===== src/hdl/dst7_pkg.sv =====
// ----------------------------------------------------------------------------
// dst7_pkg: shared types and constants of the 3D 7-point diffusion stencil
// Register map, configuration struct, queue item and fixed-point widths.
// ----------------------------------------------------------------------------
`default_nettype none

package dst7_pkg;

  localparam int unsigned DEF_MAX_SIZE_X = 64;
  localparam int unsigned DEF_MAX_SIZE_Y = 64;
  localparam int unsigned DEF_MAX_SIZE_Z = 1024;
  localparam int unsigned DEF_QUEUE_DEPTH = 4;
  localparam int unsigned HALO_PLANES = 1;

  localparam int unsigned SAMPLE_W = 32;
  localparam int unsigned COEFF_W = 18;
  localparam int unsigned FRAC_W = 16;
  localparam int unsigned PROD_W = SAMPLE_W + COEFF_W;
  localparam int unsigned TERM_W = PROD_W - FRAC_W;
  localparam int unsigned PSUM_W = TERM_W + 1;
  localparam int unsigned SUM_W = TERM_W + 3;

  localparam int unsigned SIZE_XY_W = 7;
  localparam int unsigned SIZE_Z_W = 11;

  localparam int unsigned CFG_AW = 5;
  localparam int unsigned CFG_DW = 32;

  localparam logic [SIZE_XY_W-1:0] RST_SIZE_X = SIZE_XY_W'(64);
  localparam logic [SIZE_XY_W-1:0] RST_SIZE_Y = SIZE_XY_W'(64);
  localparam logic [SIZE_Z_W-1:0] RST_SIZE_Z = SIZE_Z_W'(64);
  localparam logic signed [COEFF_W-1:0] RST_COEFF_CENTER = COEFF_W'(26214);
  localparam logic signed [COEFF_W-1:0] RST_COEFF_AXIS = COEFF_W'(6554);

  typedef enum logic [2:0] {
    REG_SIZE_X       = 3'd0,
    REG_SIZE_Y       = 3'd1,
    REG_SIZE_Z       = 3'd2,
    REG_COEFF_CENTER = 3'd3,
    REG_COEFF_X      = 3'd4,
    REG_COEFF_Y      = 3'd5,
    REG_COEFF_Z      = 3'd6
  } dst7_reg_e;

  typedef struct packed {
    logic [SIZE_XY_W-1:0]        size_x;
    logic [SIZE_XY_W-1:0]        size_y;
    logic [SIZE_Z_W-1:0]         size_z;
    logic signed [COEFF_W-1:0]   coeff_center;
    logic signed [COEFF_W-1:0]   coeff_x;
    logic signed [COEFF_W-1:0]   coeff_y;
    logic signed [COEFF_W-1:0]   coeff_z;
  } dst7_cfg_t;

  typedef struct packed {
    logic signed [SAMPLE_W-1:0] ctr;
    logic signed [SAMPLE_W-1:0] east;
    logic signed [SAMPLE_W-1:0] west;
    logic signed [SAMPLE_W-1:0] north;
    logic signed [SAMPLE_W-1:0] south;
    logic signed [SAMPLE_W-1:0] top;
    logic signed [SAMPLE_W-1:0] bot;
    logic                       last;
  } dst7_item_t;

endpackage

`default_nettype wire


===== src/hdl/dst7_queue.sv =====
// ----------------------------------------------------------------------------
// dst7_queue: short item queue between the front and the back
// Registered storage, read from the head without delay.
// ----------------------------------------------------------------------------
`default_nettype none

module dst7_queue #(
  parameter int unsigned DEPTH = dst7_pkg::DEF_QUEUE_DEPTH
) (
  input  wire logic                           clk_i,
  input  wire logic                           rst_ni,
  input  wire logic                           push_i,
  input  wire dst7_pkg::dst7_item_t           push_data_i,
  input  wire logic                           pop_i,
  output dst7_pkg::dst7_item_t                pop_data_o,
  output logic                                empty_o,
  output logic [$clog2(DEPTH+1)-1:0]          count_o
);

  import dst7_pkg::*;

  localparam int unsigned PW = (DEPTH > 1) ? $clog2(DEPTH) : 1;
  localparam int unsigned CW = $clog2(DEPTH + 1);

  dst7_item_t    mem_q [DEPTH];
  logic [PW-1:0] wr_ptr_q;
  logic [PW-1:0] rd_ptr_q;
  logic [CW-1:0] count_q;

  assign pop_data_o = mem_q[rd_ptr_q];
  assign empty_o = (count_q == '0);
  assign count_o = count_q;

  always_ff @(posedge clk_i or negedge rst_ni) begin
    if (!rst_ni) begin
      wr_ptr_q <= '0;
      rd_ptr_q <= '0;
      count_q <= '0;
    end else begin
      if (push_i) begin
        wr_ptr_q <= (32'(wr_ptr_q) == DEPTH - 1) ? '0 : PW'(wr_ptr_q + 1'b1);
      end
      if (pop_i) begin
        rd_ptr_q <= (32'(rd_ptr_q) == DEPTH - 1) ? '0 : PW'(rd_ptr_q + 1'b1);
      end
      if (push_i && !pop_i) begin
        count_q <= CW'(count_q + 1'b1);
      end else if (pop_i && !push_i) begin
        count_q <= CW'(count_q - 1'b1);
      end
    end
  end

  always_ff @(posedge clk_i) begin
    if (push_i) begin
      mem_q[wr_ptr_q] <= push_data_i;
    end
  end

  a_no_overflow: assert property (@(posedge clk_i) disable iff (!rst_ni)
    push_i |-> (32'(count_q) < DEPTH) || pop_i)
    else $error("Queue overflow.");

  a_no_underflow: assert property (@(posedge clk_i) disable iff (!rst_ni)
    pop_i |-> !empty_o)
    else $error("Queue underflow.");

  a_ptr_gap: assert property (@(posedge clk_i) disable iff (!rst_ni)
    (count_q == '0) |-> (wr_ptr_q == rd_ptr_q))
    else $error("Queue pointers disagree with an empty count.");

endmodule

`default_nettype wire


===== config.mk =====
export PLATFORM = sky130hd
export DESIGN_NAME = dst7_queue
export DESIGN_NICKNAME = d
export VERILOG_FILES = /design/src/hdl/dst7_pkg.sv /design/src/hdl/dst7_queue.sv
export SDC_FILE = /design/constraint.sdc
export NUM_CORES = 1
export LEC_CHECK = 0
export ABC_CLOCK_PERIOD_IN_PS = 6600
export BUFFER_PORTS_ARGS = -buffer_cell sky130_fd_sc_hd__buf_2
export CAP_MARGIN = 20
export CELL_PAD_IN_SITES_DETAIL_PLACEMENT = 1
export CELL_PAD_IN_SITES_GLOBAL_PLACEMENT = 2
export CORE_MARGIN = 2
export CORE_UTILIZATION = 30
export CTS_BUF_LIST = sky130_fd_sc_hd__clkbuf_16
export CTS_CLUSTER_DIAMETER = 40
export DETAILED_ROUTE_END_ITERATION = 16
export PLACE_DENSITY_LB_ADDON = 0.1
export SLEW_MARGIN = 20
export SYNTH_ARGS = -nofsm -noshare
export SYNTH_HDL_FRONTEND = slang
export SYNTH_SLANG_ARGS = --single-unit
export TNS_END_PERCENT = 20

===== constraint.sdc =====
create_clock -name clk_i -period 6.6 [get_ports clk_i]
set_input_delay 0.99 -clock clk_i [delete_from_list [all_inputs] [get_ports clk_i]]
set_output_delay 0.99 -clock clk_i [all_outputs]
set_load 0.005 [all_outputs]

After elaboration in Yosys (flattened, before gate mapping)

Memories as Yosys holds them, arrays and structs flattened.
Cells that the tools add are included.

Shift operators: 0
Mux-type cells: 6
Magnitude comparators: 0
Reduce and logical (&&, ||, !) cells: 6
Div/mod/pow operators: 0
Multiply operators: 0
Add/sub/neg operators: 4
Bitwise operators: 0
Eq/ne operators: 2

Operators with widths:

| kind                                             | number |
|---|---|
| two-way mux 3 bit                                | 2 |
| adder 2 x 1 -> 2 bit, second input constant      | 2 |
| == test 2 bit, second input constant             | 2 |
| two-way mux 2 bit                                | 2 |
| adder 3 x 1 -> 3 bit, second input constant      | 1 |
| zero test 3 bit                                  | 1 |
| subtractor 3 x 1 -> 3 bit, second input constant | 1 |
| logical AND 1 bit                                | 2 |
| zero test 1 bit                                  | 2 |
| two-way mux 1 bit                                | 2 |
| nonzero test 2 bit                               | 1 |

Word-level logic and storage cells: 22
Memories: 1
RAM bits: 900
Bits in latches: 0
Output and inout port bits: 229
Flip-flop bits (word level): 7
ROM bits: 0

Memories:

| memory | depth | bits a word | rd ports | clocked after Yosys merged registers in | write ports | line             | RTL |
|---|---|---|---|---|---|---|---|
| mem_q  | 4     | 225         | 1        | 0                                       | 1           | dst7_queue.sv:25 | `dst7_item_t mem_q [DEPTH];` |

Logic depth before layout (Yosys ltp)

Gate-level depths: netlist (run 1).

Depth after elaboration: 4
Gate-level depth with buffers: 7

Least setup slack after synthesis (run 1)

Ideal clock, no wire load.

Path type: input to register
Start: input push_i
End: memory mem_q[0][0] (netlist name), enable pin
Path buffers: 0
Cell stages on the path: 1
Arrival time: 6085 ps
Path slack: -98 ps
Cell sequence: and2_1

Longest elaborated chain between the ends: 2

Ends and longest elaborated chain:

| element                                 | line             | RTL |
|---|---|---|
| start, declared                         | dst7_queue.sv:12 | `input wire logic push_i,` |
| two-way mux 1 bit                       | dst7_queue.sv:55 | `if (push_i) begin` |
| two-way mux 1 bit (implied by the code) | dst7_queue.sv:56 | `mem_q[wr_ptr_q] <= push_data_i;` |
| end, declared                           | dst7_queue.sv:25 |  |

No other way between the ends.

==> results of run 1 <==
sequential cells by signal, indices dropped and copies added (netlist names):
| name | count |
|---|---|
| rd_ptr_q | 2 |
| wr_ptr_q | 2 |
| mem_q | 900 |
| count_o | 3 |
critical path: cells and delay by family (launching register included):
| family | cells | cell delay, ns |
|---|---|---|
| DFF | 1 | 0.75 |
| muxes | 1 | 0.60 |
| buffers and inverters | 2 | 0.70 |
routing by layer:
| layer | track usage (%) | vias up |
|---|---|---|
| met2 | 23.09 | 459 |
| li1 | - | 6497 |
| met1 | 16.47 | 7799 |
| met3 | 6.297 | 179 |
| met4 | 5.209 | 48 |
| met5 | 0 | - |
where the power goes:
group          switching, µW  internal, µW  total (µW)  leakage (µW)
logic                   2460          2130        4590       0.00348
registers                262          7390        7650       0.00835
clock network           2600          4780        7380       0.00242
cell type report:
cell class,instances,area (µm²)
Antenna cell,8,20.02
Clock inverter,112,1060
Timing Repair Buffer,478,2557
Multi-Input combinational cell,250,5291
Tap cell,1414,1769
Inverter,4,15.01
Fill cell,10340,67030
Sequential cell,907,27210
Clock buffer,150,3754
Yosys cell counts (all sizes together), types with 2 or more instances:
cell      n  area share [%]
edfxtp  900              82
dfrtp     7            0.53
inv       4           0.046
nand2     2           0.023
o21ai     2           0.031
and2      4           0.076
buf      50            0.90
xor2      2           0.053
mux2      3            0.10
ha        6            0.23
nor2      3           0.034
mux4    225              15
cell families (layout without fill, tap and decap cells):
group / Yosys count / after routing / synth area share [%]
AO/OA/AOI/OAI: 2 / 2 / 0.03052
buffers and inverters: 54 / 744 / 0.9500
flip-flops: 907 / 907 / 82.95
multiplexers: 228 / 228 / 15.56
XOR/XNOR: 3 / 3 / 0.08014
adder cells (fa/ha/maj): 7 / 7 / 0.2900
AND/OR/NAND/NOR: 10 / 10 / 0.1488
other: 0 / 8 / 0
worst max-delay path by stage:
| stage | end | slack, ns | start |
|---|---|---|---|
| after floorplan | mem_q[1][0] | -0.1 | push_i |
| after global placement | mem_q[1][153] | 3.22 | push_i |
| after detailed placement | pop_data_o[22] | 3.22 | rd_ptr_q[0] |
| after CTS | pop_data_o[46] | 2.42 | rd_ptr_q[0] |
| after global routing | pop_data_o[30] | 2.28 | rd_ptr_q[0] |
| final | pop_data_o[30] | 2.56 | rd_ptr_q[0] |
per-stage QoR:
step	hold WS, ns	std cells
global placement	0.5570	3053
finish	0.1358	3323
CTS	0.07680	3315
detailed placement	0.5540	3053
global route	0.1072	3315
floorplan	0.4855	1211
==> results by stage, run 1 <==
Pwr:
- After layout, the design draws a total of 19620 µW.
- The power density over the cells is 470.9 nW/µm².
- Summed over all cells, the static leakage comes to approximately 0.014 µW.
- The worst-case IR drop observed on VDD is 362.3 µV.

Route:
- The routed length per placed instance is 23.62 µm.
- The total vias in the final route is ~15k.
- The routed design uses 38690 µm of met2 wire.
- The first detailed-routing pass ran for 5 iterations.
- The routed metal-1 wire length is around 30000 µm.
- The top layer reached by signal wires is met5.
- The met3 layer wire length in the routed design is about 7400 µm.
- After the first detailed-routing iteration, the DRC count stood at approximately 600.
- Summed over all layers, the routed wires come to just under 80000 µm.
- For this run, design rule violations remaining after detail routing come to 0.
- The number of vias per cell is between 4 and 5.
- Once detail routing completed, the nets flagged for antenna violations numbered 0.

Clock tree:
- The latest clock arrival within the worst-skew pair is 0.73 ns.
- The clock sink total is 907.
- The number of levels in the clock H-tree is 4.
- In this run, post-CTS repair resized a total of 0 instances.
- The buffer count from post-CTS setup fixing is 0.
- TritonCTS created between 100 and 150 clock buffers.
- The number of buffers on the longest clock path is 3.
- The clock-pin transition on the worst setup and hold timing paths is ~0.050 ns.
- The TritonCTS clock tree is done.
- The quantity of hold-fixing buffers added after cts is 0.
- In this run the clock root is driven by a sky130_fd_sc_hd__clkbuf_16.

GRT:
- The maximum number of pins on one net before global-route repair is 123.
- The initial antenna violation count came to 33.
- The via count of the first global-routing pass is approximately 17k.
- The global-route congestion overflow total is 0.
- The first global-routing pass estimated about 110000 µm of wire.
- The total routing resource utilization after global routing is between 10% and 20%.

Critical path:
- Across all register-to-register paths, the minimum setup slack is 4.01 ns.
- The largest single stage delay on the critical path is around 0.75 ns.
- For the worst setup path, the data required time is 5.61 ns.
- Along the worst path, the maximum fanout reaches between 80 and 90.
- By startpoint and endpoint, the worst setup path is classified as flop to primary output.
- The reg-to-reg critical path startpoint is wr_ptr_q[1].
- The signal on the critical path passes through buf_12 -> mux4_2 -> buf_2.
- The startpoint class of the critical path is a flop.
- The slowest stage of the critical path is the sky130_fd_sc_hd__dfrtp_4 cell.
- The depth of the worst register-to-register path is 4.
- Data arrives at the worst endpoint at 3.05 ns.
- The worst setup path is captured at a primary output.
- The reg-to-reg critical path endpoint is mem_q[1][140].

Floorplan:
- The vertical extent of the die is around 330 µm.
- The initial utilization of the core area, before any placement, comes to 30.17%.
- The floorplan die width is 334.6 µm.
- The total die area is 112000 µm².
- The number of placement rows is roughly 120.
- The core footprint is 108700 µm².
- The top-level I/O count is about 460.

Cells and area:
- The post-route netlist has roughly half of its cells at a drive strength greater than 1.
- The total number of nets in the final design is roughly 2k.
- The fraction of the core area covered by cells at the end of the flow is a little under two fifths.
- The finished layout cell area is about 42000 µm².
- The most common cell after layout, fill and taps aside is sky130_fd_sc_hd__edfxtp_1.
- In the layout the commonest cells are sky130_fd_sc_hd__edfxtp_1, sky130_fd_sc_hd__buf_2, sky130_fd_sc_hd__mux4_2.
- From synthesis to final layout, the design area changed by 27.08%.

Synthesis:
- When the netlist entered floorplanning its net count stood at around 1.4k.
- The combined area of all synthesized cells is ~33000 µm².
- The number of distinct library cell variants in the gate-level netlist after synthesis is 18.
- Synthesis produced a netlist whose cell count is 1211.
- The most common flop cell mapped by yosys is sky130_fd_sc_hd__edfxtp_1.
- In this run the mean area of a mapped cell was approximately 27 µm².
- The Yosys step of the flow raised 0 warnings.
- The async set or reset register ratio after synthesis is less than 1%.
- The synthesized design contains 900 enable-type register cells.
- The sequential-to-total area share from yosys stat is between 80 and 90%.
- In this run, synthesis produced a sequential element count of ~910.

Timing:
- The final number of setup-violating endpoints is 0.
- Setup repair after global routing left no endpoint under its margin.
- The headroom to the max-slew limit is roughly a third.
- The final clock period utilization by the worst path is around 61%.
- Once routing completed, OpenROAD measured the worst setup slack at between 2 and 3 ns.
- Derived from the worst setup path, the maximum achievable clock frequency is 247.3 MHz.
- The number of slew-limit violations in the final report is 0.
- The final worst clock skew is around 0.021 ns.
- The transition time of the tightest slew-check pin is 1.021 ns.
- The shortest clock period the worst path allows after layout is around 4.0 ns.
- The number of failing hold endpoints at the final stage was 0.
- Summed over all failing endpoints, the final setup total negative slack is 0 ns.

Worst hold path:
- In this run the worst hold path is classified as input pin to async pin.

Flow run:
- The number of max-cap violations is 0.

Placed design:
- Before CTS, the worst setup slack after placement is around 3.2 ns.
- The detailed placement HPWL is approximately 46000 µm.
- The number of buffers inserted by port buffering is about 460.
- The final weighted congestion in routability-driven placement is roughly 0.7.
- After detailed placement, the total cell area comes to between 30000 and 40000 µm².

Outcome:
- The run finished with clean final reports.
Power figures use the tool's default switching activity.
==> inputs of run 2 (changes only) <==
--- a/config.mk
+++ b/config.mk
@@ -5,7 +5,8 @@
 export SDC_FILE = /design/constraint.sdc
 export NUM_CORES = 1
 export LEC_CHECK = 0
-export ABC_CLOCK_PERIOD_IN_PS = 6600
+export ABC_AREA = 1
+export ABC_CLOCK_PERIOD_IN_PS = 3330
 export BUFFER_PORTS_ARGS = -buffer_cell sky130_fd_sc_hd__buf_2
 export CAP_MARGIN = 20
 export CELL_PAD_IN_SITES_DETAIL_PLACEMENT = 1
==> constraint.sdc (replaced) <==
create_clock -name clk_i -period 3.33 [get_ports clk_i]
set_input_delay 0.4995 -clock clk_i [delete_from_list [all_inputs] [get_ports clk_i]]
set_output_delay 0.4995 -clock clk_i [all_outputs]
set_load 0.005 [all_outputs]
==> results by stage, run 2 <==
Timing:
- The total negative slack for setup checks is 0 ns.
- The final number of setup-violating endpoints is 0.
- The final worst clock skew is around 0.023 ns.
- The worst path in the final design needs a cycle of 2.932 ns, including I/O delays and setup.
- Derived from the worst setup path, the maximum achievable clock frequency is roughly 340 MHz.
- In this run the tightest slew margin relative to its limit is between 40% and 50%.
- The number of slew-limit violations in the final report was 0.
- The number of failing hold endpoints at the final stage is 0.
- Setup repair after global routing left no endpoint under its margin.
- The transition time of the tightest slew-check pin is 0.8478 ns.
- In the finished design, the share of the clock period the worst path needs comes to between 80% and 90%.

GRT:
- Entering global routing, the biggest net connects approximately 120 pins.
- The initial antenna violation count was 12.
- The via count of the first global-routing pass was ~25k.
- The total routing resource utilization after global routing is between 10% and 20%.
- The global-route wire length before repair is roughly 150000 µm.
- After global routing the overflow that remains totals 0.

Synthesis:
- The count of state elements after synthesis is about 900.
- Synthesis instantiated 23 different standard cells from the library.
- Sorting the synthesized cells by area gives the leading types as sky130_fd_sc_hd__edfxtp_1, sky130_fd_sc_hd__o211ai_1, sky130_fd_sc_hd__nand2_1.
- Counting every net in the synthesized netlist gives between 2k and 3k.
- In this run the mean area of a mapped cell was around 14 µm².
- Of all flip-flops after synthesis, the portion carrying an async set or reset was 0.7718%.
- The most common flop cell mapped by yosys is sky130_fd_sc_hd__edfxtp_1.
- The number of warnings issued by yosys is 0.
- After synthesis, the largest area contributor takes up between 70% and 80% of total cell area.
- sky130_fd_sc_hd__edfxtp_1 takes more of the synthesized area than any other cell.
- Synthesis produced about 2.7k cells.
- The sequential-to-total area share from yosys stat is ~74%.
- The commonest cells after synthesis are sky130_fd_sc_hd__edfxtp_1, sky130_fd_sc_hd__nand2_1, sky130_fd_sc_hd__inv_1, sky130_fd_sc_hd__o211ai_1, sky130_fd_sc_hd__buf_6.
- In this run, synthesis inferred 900 flip-flops with an integrated enable.
- By instance count, the leading cell after synthesis is sky130_fd_sc_hd__edfxtp_1.
- The cell area that synthesis handed to floorplanning was around 37000 µm².

Floorplan:
- The initial standard-cell utilization of the core is a little under a third.
- From bottom edge to top edge, the die measures ~350 µm.
- The number of placement rows is between 100 and 150.
- The total die area is 125000 µm².
- The core region is 121600 µm².
- The floorplan step set the die width to between 300 and 400 µm.
- The top-level I/O count is ~460.

Critical path:
- The startpoint identified for the worst register-to-register timing path is wr_ptr_q[0].
- The signal on the critical path passes through clkinv_16 -> buf_12 -> nand2_1 -> o211ai_1 -> nand2_1 -> buf_2.
- The critical path startpoint is rd_ptr_q[0].
- In this run the worst path has a maximum fanout of 68.
- The worst register-to-register path ends at mem_q[3][172].
- The slowest stage of the critical path belongs to the cell sky130_fd_sc_hd__dfrtp_2.
- The depth of the worst register-to-register path is 4.
- The critical path class is flop to primary output.
- The critical path capture point is pop_data_o[6].
- The startpoint class of the critical path is a flop.
- On the worst path, the slowest cell contributes a delay of around 0.55 ns.
- The required time of the worst setup path is between 2 and 3 ns.
- For flop-to-flop paths, the worst setup slack is roughly 1.1 ns.
- The data arrival time of the critical path is 2.43 ns.
- The critical path capture point type is a primary output.
- The most common cell type on the critical path is sky130_fd_sc_hd__nand2_1.

Route:
- The top layer reached by signal wires is met5.
- For this block, the routed nets add up to ~100000 µm of wire.
- For this run, design rule violations remaining after detail routing come to 0.
- The total iterations of the first detailed-routing run is 4.
- Across all layers, the routed design uses ~23k vias.
- The starting DRC count in detailed routing is 880.
- The met3 layer wire length in the routed design is 5551 µm.
- Dividing the detail-routed via count by the number of cells gives between 4 and 5.
- In the detailed route, the total length drawn on met2 is approximately 50000 µm.
- The routed metal-1 wire length is approximately 43000 µm.
- The routed length per placed instance is around 20 µm.
- The detail route stage leaves a number of antenna-violating nets equal to 0.

Cells and area:
- More flip-flops sit in one register than any other, and that register is mem_q.
- The filler-free cell count of the finished design is 5192.
- The top cell types in the final layout, fill and taps aside, are sky130_fd_sc_hd__edfxtp_1, sky130_fd_sc_hd__nand2_1, sky130_fd_sc_hd__inv_1.
- From synthesis to final layout, the design area changed by 31.77%.
- Of the cells placed in the final design, the portion with a size suffix greater than 1 is a little under a quarter.
- At the end of the flow the core is filled with cells to between 30 and 40%.
- The most common cell after layout, fill and taps aside is sky130_fd_sc_hd__edfxtp_1.
- After routing the design area is 48310 µm².
- The flip-flop count of the largest register after layout is 900.
- The total number of nets in the final design is approximately 3.7k.

Clock tree:
- The latest clock arrival within the worst-skew pair is between 0.7 and 0.8 ns.
- The tree is rooted in a sky130_fd_sc_hd__clkbuf_16.
- The clock sink total is about 900.
- The clock tree synthesis step divided the H-tree into 4 levels.
- The clock passes through at most 3 buffers.
- TritonCTS created about 160 clock buffers.
- The TritonCTS clock tree is done.
- The buffer count from post-CTS setup fixing is 0.
- After clock tree synthesis, the clock-pin slew on the worst setup and hold paths is approximately 0.04 ns.

Pwr:
- The power share of the combinational group is between 20% and 30%.
- The internal power of the cells totals ~30000 µW.
- The share of power burned in the clock network is between 30 and 40%.
- For this design the static power due to leakage is about 0.02 µW.
- The completed layout was analyzed and its total power is about 43000 µW.
- VDD sags by at most 795.3 µV.
- The share of total power dissipated in sequential elements is between 30% and 40%.
- In this run the power spent charging and discharging nets is 13760 µW.
- In this run the power density over the cells is about 900 nW/µm².
- The fraction of power spent switching nets is a little under a third.

Outcome:
- The flow ran to the end, and the final reports show no timing, DRC or antenna violations.

Worst hold path:
- The class of the tightest hold or removal check is input pin to flop.

Placed design:
- The detailed placement HPWL is between 60000 and 70000 µm.
- The cell area reported after detailed placement is approximately 40000 µm².
- The count of placed standard cells including taps is ~4.7k.
- The final weighted congestion in routability-driven placement is around 0.73.
- Buffers placed on the I/O ports in this run total 457.

Flow run:
- The number of max-cap violations is 0.
==> run 2: changes by cell type after synthesis, moves of 5 or more <==
cell,previous run,this run
sky130_fd_sc_hd__buf_6,4,98
sky130_fd_sc_hd__o211ai_1,0,412
sky130_fd_sc_hd__buf_2,27,21
sky130_fd_sc_hd__o211ai_2,0,38
sky130_fd_sc_hd__nand2_1,2,690
sky130_fd_sc_hd__inv_1,4,461
sky130_fd_sc_hd__clkbuf_1,0,8
sky130_fd_sc_hd__buf_1,7,0
sky130_fd_sc_hd__buf_4,12,17
sky130_fd_sc_hd__mux4_2,225,0
==> run 2: area by class of cell <==
cell class / instances / area, µm²
inverters: 463 / 1787
repair inverters: 1 / 11.26
flip-flops and latches: 907 / 27210
fillers: 12660 / 73250
clock buffers: 164 / 4104
repair buffers: 739 / 5510
multi-input cells: 1157 / 6326
well taps: 1625 / 2033
diodes: 4 / 10.01
clock inverters: 132 / 1323
==> run 2: worst max-delay path: cells and delay by family, from the launching register on <==
kind,cells,cell delay [ns]
AND/OR/NAND/NOR,2,0.32
buffers and inverters,3,0.67
AO/OA/AOI/OAI,1,0.09
flip-flops,1,0.55
==> run 2: what timing repair did <==
action,4_1_cts,5_1_grt
setup endpoints to repair,0,1
hold endpoints to repair,909,0
hold buffers,227,0
resized for setup,0,2
==> run 2: worst min path at each step <==
stage                     startpoint           to  slack (ns)  cells past startpoint
final                         push_i  wr_ptr_q[0]        0.13                      2
after global placement        rst_ni  wr_ptr_q[1]        0.38                      1
after global routing          push_i  wr_ptr_q[0]        0.10                      2
after floorplan               rst_ni   count_o[0]        0.20                      0
after CTS                     push_i  wr_ptr_q[0]        0.04                      2
after detailed placement      rst_ni  wr_ptr_q[1]        0.38                      1
==> run 2: cells by family after synthesis <==
| family | count (synthesis) | synth area share, % |
|---|---|---|
| AND/OR/NAND/NOR | 695 | 7.129 |
| buffers and inverters | 611 | 8.604 |
| AO/OA/AOI/OAI | 454 | 9.788 |
| adder cells (fa/ha/maj) | 7 | 0.2594 |
| XOR/XNOR | 1 | 0.02389 |
| flip-flops | 907 | 74.20 |
==> run 2: routing by layer <==
metal | global-route usage [%] | vias to the layer above
met5 | 0 | -
met4 | 5.847 | 16
met3 | 4.624 | 189
met2 | 27.67 | 477
met1 | 19.42 | 11610
li1 | - | 10970
==> run 2: metrics by stage <==
stage                     worst slack [ns]  hold slack [ns]
after floorplan                     -1.094           0.2039
after global routing                0.2299           0.1040
after global placement              0.9239           0.3772
after detailed placement            0.9406           0.3755
final                               0.3977           0.1275
after CTS                           0.1830          0.04329
==> run 2: power groups by stage <==
stage / clock (µW) / sequential, µW / combinational (µW)
after floorplan: 0 / 15400 / 7040
final: 16300 / 15100 / 11800
after global placement: 0 / 15200 / 11900
after detailed placement: 0 / 15300 / 12000
after global routing: 17200 / 15200 / 13300
after CTS: 16800 / 15100 / 12300
==> inputs of run 3 (changes only) <==
--- a/config.mk
+++ b/config.mk
@@ -6,7 +6,7 @@
 export NUM_CORES = 1
 export LEC_CHECK = 0
 export ABC_AREA = 1
-export ABC_CLOCK_PERIOD_IN_PS = 3330
+export ABC_CLOCK_PERIOD_IN_PS = 2400
 export BUFFER_PORTS_ARGS = -buffer_cell sky130_fd_sc_hd__buf_2
 export CAP_MARGIN = 20
 export CELL_PAD_IN_SITES_DETAIL_PLACEMENT = 1
==> constraint.sdc (replaced) <==
create_clock -name clk_i -period 2.4 [get_ports clk_i]
set_input_delay 0.36 -clock clk_i [delete_from_list [all_inputs] [get_ports clk_i]]
set_output_delay 0.36 -clock clk_i [all_outputs]
set_load 0.005 [all_outputs]
==> results by stage, run 3 (synthesis gave the netlist of run 2 again) <==
Critical path:
- The startpoint class of the critical path is a flop.
- In this run the critical register-to-register path is captured at mem_q[1][13].
- The required time of the worst setup path is 2.04 ns.
- The number of cells on the worst reg-to-reg path is 6.
- For flop-to-flop paths, the worst setup slack is 0.54 ns.
- The largest fanout on the critical path is 20.
- STA classifies the critical path endpoint as a primary output.
- The data arrival time of the critical path is roughly 2.3 ns.
- The critical path class is flop to primary output.
- The reg-to-reg critical path startpoint is wr_ptr_q[1].

Timing:
- The final clock period utilization by the worst path is 111.3%.
- For the final database, setup skew stands at around 0.023 ns.
- For the final routed database, the setup TNS stands at -40.89 ns.
- The highest clock frequency the design can meet is 374.4 MHz.
- The worst pin sits at a relative slew slack of around 66%.
- The shortest clock period the worst path allows after layout is 2.671 ns.
- Setup repair after global routing could not meet its margin everywhere.
- The number of failing hold endpoints at the final stage is 0.
- At the pin with the least slew margin, the transition time is roughly 0.5 ns.
- Setup violations remaining at the end of the flow were counted as 225.
- The number of slew-limit violations in the final report came to 0.
- The final worst setup slack is -0.2707 ns.

Cells and area:
- Leaving out fill and tap cells, the most frequent cells in the layout are sky130_fd_sc_hd__edfxtp_1, sky130_fd_sc_hd__nand2_1, sky130_fd_sc_hd__inv_1.
- The total number of nets in the final design is 3761.
- The flip-flop count of the largest register after layout is 900.
- The area growth from synthesis to layout is 36.94%.
- Leaving out fill and tap cells, the most frequent cell in the layout is sky130_fd_sc_hd__edfxtp_1.
- The filler-free cell count of the finished design is roughly 5.3k.
- The top register by number of flip-flops is mem_q.
- The ratio of cells with drive above 1 in the final layout is 25.18%.

Clock tree:
- The TritonCTS clock tree is done.
- The number of buffers on the longest clock path is 3.
- The number of clock buffers inserted by TritonCTS is 158.
- The clock sink total is 907.
- The number of levels in the clock H-tree is 4.
- Clock latency on the worst-skew pair, taken at its later pin, is roughly 0.77 ns.
- The master cell of the clock root buffer is sky130_fd_sc_hd__clkbuf_16.
- The clock-pin transition on the worst setup and hold timing paths is about 0.05 ns.

Route:
- The starting DRC count in detailed routing is about 1.2k.
- The total vias in the final route is about 24k.
- The post-route antenna net violation count is 0.
- After detailed routing, the total wire length is between 100000 and 150000 µm.
- The first TritonRoute pass finished after 5 iterations.
- In the routed design, unresolved DRC markers number 0.
- The number of vias per cell is roughly 4.5.
- The routed length per placed instance is between 20 and 25 µm.

GRT:
- Global routing used ~17% of the available tracks.
- The global-route congestion overflow total is 0.
- The via count of the first global-routing pass is about 26k.
- The global-route wire length before repair is roughly 160000 µm.
- The initial antenna violation count is 16.
- Entering global routing, the biggest net connects 56 pins.

Worst hold path:
- The path with the worst hold slack has its endpoint at mem_q[1][16].
- Along the worst hold path, the cell count comes to 2.
- The worst hold path belongs to the class input pin to flop.
- The worst hold path startpoint is push_data_i[16].

Floorplan:
- From left edge to right edge, the die measures 353.6 µm.
- The core footprint is about 120000 µm².
- The initial standard-cell utilization of the core is between 30% and 40%.
- The floorplan has between 100 and 150 rows.
- For this design the top-level I/O count stands at ~460.
- The vertical extent of the die is 353.6 µm.
- The floorplan step defined a die boundary enclosing 125000 µm².

Placed design:
- The number of buffers inserted by port buffering is around 460.
- Counting tap cells, the placed design contains a total of ~4.7k instances.
- The wire-length estimate of the detail-placed layout is ~63000 µm.
- Routability-driven placement finished with a final weighted congestion of 0.7384.

Pwr:
- IR analysis of the VDD net gives a maximum drop of 676.7 µV.
- The leakage power of the design is approximately 0.020 µW.
- The power density over the cells is between 1000 and 1500 nW/µm².

Outcome:
- The checks that failed: setup timing.
- The run finished, with violations left.

Flow run:
- The number of max-cap violations is 0.
run 3: worst max-delay path: stages, from the launching register on:
cell and delay (ns):
sky130_fd_sc_hd__dfrtp_4 0.50, sky130_fd_sc_hd__buf_12 0.18, sky130_fd_sc_hd__inv_16 0.14, sky130_fd_sc_hd__bufbuf_16 0.33
sky130_fd_sc_hd__o211ai_1 0.10, sky130_fd_sc_hd__nand2_1 0.13, sky130_fd_sc_hd__buf_2 0.14
run 3: stage by stage:
| step | cell area (µm²) | hold WS [ns] | utilization [%] | worst slack [ns] | power (µW) |
|---|---|---|---|---|---|
| 6_report | 50210 | 0.3271 | 41.30 | -0.2707 | 63550 |
| 5_1_grt | 50210 | 0.2837 | 41.30 | -0.3926 | 67080 |
| 4_1_cts | 49290 | 0.2444 | 40.55 | -0.3516 | 63030 |
| 3_5_place_dp | 40880 | 0.2208 | 33.63 | 0.3426 | 38450 |
| 3_3_place_gp | 40880 | 0.2163 | 33.63 | 0.3630 | 38050 |
| 2_1_floorplan | 36700 | 0.06441 | - | -2.024 | 31180 |
run 3: worst max path at each step:
| stage | end | from | slack, ns | cells after the start |
|---|---|---|---|---|
| after floorplan | mem_q[0][0] | wr_ptr_q[0] | -2.02 | 4 |
| after global placement | pop_data_o[53] | rd_ptr_q[0] | 0.36 | 6 |
| after detailed placement | pop_data_o[53] | rd_ptr_q[0] | 0.34 | 6 |
| after CTS | pop_data_o[192] | rd_ptr_q[0] | -0.35 | 7 |
| after global routing | pop_data_o[60] | rd_ptr_q[0] | -0.39 | 6 |
| final | pop_data_o[60] | rd_ptr_q[0] | -0.27 | 6 |
run 3: timing repair:
action	CTS	global route
endpoints found under the hold margin	911	0
pin swaps	12	22
setup endpoints to repair	225	225
cloned	16	29
resized for setup	54	35
hold buffers	229	0
setup buffers	12	10
run 3: area by class of cell:
type | instances | area (µm²)
fillers | 12570 | 71350
flip-flops and latches | 907 | 27210
repair buffers | 831 | 7368
multi-input cells | 1157 | 6346
clock buffers | 158 | 3954
well taps | 1625 | 2033
inverters | 463 | 1805
clock inverters | 135 | 1326
repair inverters | 7 | 133.9
diodes | 12 | 30.03
run 3: layer usage:
metal,vias up,global-route usage (%),wire [µm]
met2,520,29.50,55920
met4,8,6.962,3059
met1,12050,21.10,49010
li1,11210,-,-
met5,-,0,42
met3,169,4.407,5836
run 3: where the power goes:
group | total, µW | leakage, µW | internal (µW) | switching (µW)
Clock | 21900 | 0.00263 | 13800 | 8080
Sequential | 20900 | 0.00835 | 20300 | 649
Combinational | 20700 | 0.00934 | 8160 | 12500
